===== src/hdl/fqs_pkg.sv =====
`timescale 1ns / 1ps
// Shared types and constants for the FIFO queue with linear search.
// No dependencies; every other file of the block imports this package.
package fqs_pkg;

    // Default ring depth
    localparam int FQS_DEPTH = 16;

    // Fixed field widths of the channels
    localparam int OP_W  = 2;
    localparam int VAL_W = 32;
    localparam int ST_W  = 2;
    localparam int POS_W = 4;
    localparam int OCC_W = 5;

    // Requested operation
    typedef enum logic [OP_W-1:0] {
        OP_ENQ    = 2'd0,
        OP_DEQ    = 2'd1,
        OP_PEEK   = 2'd2,
        OP_SEARCH = 2'd3
    } t_op;

    // Result status
    typedef enum logic [ST_W-1:0] {
        ST_OK       = 2'd0,
        ST_EMPTY    = 2'd1,
        ST_FULL     = 2'd2,
        ST_NOTFOUND = 2'd3
    } t_status;

    // Sequencer states
    typedef enum logic [1:0] {
        S_IDLE = 2'd0,
        S_READ = 2'd1,
        S_SCAN = 2'd2,
        S_DONE = 2'd3
    } t_state;

endpackage


===== src/hdl/fqs_ram.sv =====
`timescale 1ns / 1ps
// Entry storage: one write port, one read port, registered read data.
// Depends on fqs_pkg for the word width.
module fqs_ram import fqs_pkg::*; #(
    parameter int  DEPTH = FQS_DEPTH,
    localparam int ADDR_W = $clog2(DEPTH)
) (
    input  logic              i_clk,
    input  logic              i_we,
    input  logic [ADDR_W-1:0] i_waddr,
    input  logic [VAL_W-1:0]  i_wdata,
    input  logic [ADDR_W-1:0] i_raddr,
    output logic [VAL_W-1:0]  o_rdata
);

    logic [VAL_W-1:0] r_mem [DEPTH];
    logic [VAL_W-1:0] r_rdata;

    // Write port
    always_ff @(posedge i_clk) begin
        if (i_we) begin
            r_mem[i_waddr] <= i_wdata;
        end
    end

    // Read port, registered read data
    always_ff @(posedge i_clk) begin
        r_rdata <= r_mem[i_raddr];
    end

    assign o_rdata = r_rdata;

endmodule


===== config.mk =====
export PLATFORM = sky130hd
export DESIGN_NAME = fqs_ram
export DESIGN_NICKNAME = d
export VERILOG_FILES = /design/src/hdl/fqs_pkg.sv /design/src/hdl/fqs_ram.sv
export SDC_FILE = /design/constraint.sdc
export NUM_CORES = 1
export LEC_CHECK = 0
export BUFFER_PORTS_ARGS = -buffer_cell sky130_fd_sc_hd__buf_4
export CAP_MARGIN = 10
export CORE_MARGIN = 1
export CORE_UTILIZATION = 55
export CTS_CLUSTER_DIAMETER = 50
export DETAILED_ROUTE_END_ITERATION = 16
export GPL_ROUTABILITY_DRIVEN = 0
export GPL_TIMING_DRIVEN = 1
export PLACE_DENSITY = 0.72
export SETUP_SLACK_MARGIN = 0.15
export SLEW_MARGIN = 5
export SYNTH_ARGS = -nofsm -noshare
export SYNTH_HDL_FRONTEND = slang
export SYNTH_SLANG_ARGS = --single-unit

===== constraint.sdc =====
create_clock -name i_clk -period 4.62 [get_ports i_clk]
set_input_delay 0.231 -clock i_clk [delete_from_list [all_inputs] [get_ports i_clk]]
set_output_delay 0.231 -clock i_clk [all_outputs]
set_load 0.02 [all_outputs]

## After elaboration in Yosys (flattened, before gate mapping)

Memories as Yosys holds them, arrays and structs flattened. A register that Yosys moved wholly into a read port is not among the register bits.
Index checks and enable logic that the tools add are counted.

- Flip-flop bits (word level): 0
- RAM bits: 512
- Bits of input ports: 42
- Output and inout port bits: 32
- Word-level logic and storage cells: 3
- Memories: 1

- Multiplexer cells: 2

Memories:

| memory | words | width | read ports | clocked after Yosys merged registers in | wr ports | line | text |
|---|---|---|---|---|---|---|---|
| r_mem | 16 | 32 | 1 | 1 | 1 | fqs_ram.sv:16 | `logic [VAL_W-1:0] r_mem [DEPTH];` |

Operator list:

| cell | number |
|---|---|
| $mux W1 | 2 |

## Depth between registers and ports, before layout

- Word-level depth: 2
- Depth in mapped cells: 5
- Gate-level depth less buffers: 3

## Worst setup path before layout

No wires, ideal clock.

- Kind: input -> register
- Start point: input port i_waddr[2]
- End point: memory r_mem[0][0], enable pin
- Setup time: 461 ps
- Arrival time: 2949 ps
- Data required time: 4159 ps
- Slack: 1209 ps
- Cell stages on the path: 2
- Path buffers: 0
- Cell sequence: or3b_2 nor3_1

RTL lines:

| element | line | text |
|---|---|---|
| from (decl) | fqs_ram.sv:10 | `input logic [ADDR_W-1:0] i_waddr,` |
| to (decl) | fqs_ram.sv:16 |  |

No word-level cell before the write port.

==> impl_metrics.tcl <==
set metrics [dict create \
    cts_buffers 53 \
    cp.arrival_ns 2.33 \
    final_common_cell "edfxtp_1" \
    die_h_um 192 \
    slowest_stage "clkbuf_8" \
    final-max-slew-violation-count 0 \
    path_class "input pin to register" \
    initial_core_util_pct 55.8 \
    grtUsageTotal_pct 22.5 \
    hold_violations 0 \
    period_needed_ns 1.89 \
    crit_required_ns 5.06 \
    rsz0062_at_grt "false" \
    dp.cells 1351 \
    fillers 2290 \
    timing.rr.end "o_rdata[13]$_DFF_P_" \
    first_iter_violations 847 \
    cpPeakStageDelay_ns 0.66 \
    postPlaceCellArea_um2 21100 \
    cpLargestDelayFamily "buffers and inverters" \
    syn_avg_cell_area_um2 23.7 \
    regArea_um2 16000 \
    finalPower_mw 10.4 \
    worst_setup_path_start_kind "input pin" \
    clkSinkCount 544 \
    r2r-start "r_mem[2][13]$_DFFE_PP_" \
    finalCritPeriodShare_pct 41.0 \
    post-route-util_pct 65.1 \
    via_count 9139 \
    multi_input_area_um2 3750 \
    antenna_found_initial 0 \
    final_cell_mix "512 x edfxtp_1, 128 x mux4_2, 92 x buf_4" \
    fin_nets 1019 \
    drc_errors 0 \
    grt-ovfl-total 0 \
    htree_levels 2 \
    ys_ff_latch 544 \
    max_cap_viol_count 0 \
    drtAntennaViolNets 0 \
    final_cells 1481 \
    cts_setup_buffers 0 \
    syn-num-nets 880 \
    intPower_mw 8.30 \
    wirelength_mm 39.9 \
    setup_viol 0 \
    p_leak_nw 7.50 \
    dp.final_hpwl_mm 19.6 \
    grt_pass1_wl_mm 59.0 \
    relSlewSlack_pct 25.8 \
    cts_tree "built" \
    worst-path-buf-inv 2 \
    peakVddDrop_v 0.000367 \
    switching_share_pct 20.2 \
    clock_latency_ns 0.56 \
    worst_pin_slew_ns 1.11 \
    final.setup.tns_ns 0 \
    p_switching_mw 2.11 \
    holdPathEnd "r_mem[2][21]$_DFFE_PP_" \
    first_global_vias 9244 \
    drive_gt1_share_pct 31.5 \
    coreArea_um2 35600 \
    p_comb_share_pct 5.3 \
    critPathCaptureType "register" \
    die_w_um 192 \
    cts_buffer_depth 3 \
    crit_path_cell_trace "clkbuf_8, buf_4, mux4_2, a22oi_1, nand2_1" \
    ys_types 18 \
    reg2regPathDepth 3 \
    fin_area_um2 23200 \
    viasPerCell 6.17 \
    ff2ff_setup_slack_ns 3.29 \
    critPathMaxFanout 73 \
    min_from "i_waddr[2]" \
    antenna_cells 0 \
    num_io_pins 74 \
    rows 69 \
    syn_inst 838 \
    wl_per_cell_um 27.0 \
    ys_warn_count 0 \
    skew_ns 0.0138 \
    portBuffers 73 \
    startpoint "i_raddr[0]" \
    syn_area_um2 19900 \
    clock_power_share_pct 41.4 \
    hold_depth 3 \
    clk_pin_slew_ns 0.06 \
    drt_pre_antenna_iters 6 \
    status "finished, final reports clean" \
    cts-root-buf "clkbuf_16" \
    area.growth.synth_to_final_pct 16.7 \
    seq_power_share_pct 53.4 \
    seq_area_frac_synth_pct 80.7 \
    p_per_area_nw_per_um2 449 \
    grt_max_degree 76 \
    min-delay-path-class "input pin to register" \
    die-area_um2 36900 \
    clock.fmax_ghz 0.528 \
]
## layout make-up
class	instances	area share, %
flip-flops and latches	544	69.1
multi-input cells	251	16.2
clock buffers	70	6.44
repair buffers	127	4.60
well taps	461	2.49
clock inverters	28	1.14
## kinds of logic after synthesis
kind of cell | count (synthesis) | share of synthesized area [%]
and+or+nand+nor | 59 | 1.27
muxes | 128 | 14.5
AOI/OAI and AO/OA | 64 | 2.42
buffers and inverters | 43 | 1.12
DFF | 544 | 80.7
## metal layers
layer / global-route usage (%) / up-vias / share of wire, %
li1: - / 3850 / -
met1: 33.6 / 4876 / 43
met2: 35.7 / 352 / 49
met3: 3.42 / 61 / 6.0
met4: 5.18 / 0 / 1.7
met5: 0 / - / 0
## registers in the layout, summed over array words and instances, names as in the netlist
signal and count:
r_mem 512, o_rdata 32
## tightest hold or removal path: cells and delay by family
family        cells  cell delay [ns]
simple gates      2             0.34
buf+inv           1             0.09
## Yosys cell counts
| master | count | area share (%) |
|---|---|---|
| a22oi_1 | 64 | 2.4 |
| and2_1 | 1 | 0.032 |
| buf_1 | 9 | 0.17 |
| buf_2 | 4 | 0.10 |
| buf_4 | 11 | 0.42 |
| buf_6 | 2 | 0.11 |
| clkbuf_1 | 17 | 0.32 |
| dfxtp_1 | 32 | 3.2 |
| edfxtp_1 | 512 | 77 |
| mux4_2 | 128 | 15 |
| nand2_1 | 33 | 0.62 |
| nand2b_1 | 2 | 0.063 |
| nand3_1 | 1 | 0.025 |
| nand3b_1 | 2 | 0.076 |
| nor2_1 | 13 | 0.25 |
| nor2b_1 | 2 | 0.063 |
| nor3_1 | 4 | 0.10 |
| or3b_2 | 1 | 0.044 |
## worst max path at each step
stage / end / cells after the start
6_report: o_rdata[0]$_DFF_P_ / 5
5_1_grt: o_rdata[31]$_DFF_P_ / 5
4_1_cts: o_rdata[0]$_DFF_P_ / 5
3_3_place_gp: o_rdata[0]$_DFF_P_ / 5
2_1_floorplan: r_mem[0][0]$_DFFE_PP_ / 2
3_5_place_dp: o_rdata[0]$_DFF_P_ / 5
## metrics by stage
| stage | setup WS [ns] | hold slack [ns] |
|---|---|---|
| 6_report | 2.73 | 0.281 |
| 5_1_grt | 2.56 | 0.298 |
| 4_1_cts | 2.68 | 0.266 |
| 3_5_place_dp | 2.10 | 0.524 |
| 3_3_place_gp | 2.14 | 0.524 |
| 2_1_floorplan | 1.21 | 0.330 |
## power groups by stage
stage | combinational, mW | clock, mW | sequential (mW)
floorplan | 0.265 | 0 | 5.69
global placement | 0.523 | 0 | 5.65
detailed placement | 0.533 | 0 | 5.66
CTS | 0.557 | 4.35 | 5.56
global route | 0.590 | 4.55 | 5.56
finish | 0.548 | 4.30 | 5.55
## repair_timing
| item | in CTS | in global routing |
|---|---|---|
| endpoints found under the hold margin | 512 | 0 |
| resized for setup | 0 | 0 |
| hold buffers | 32 | 0 |
(Power assumes the default switching activity.)
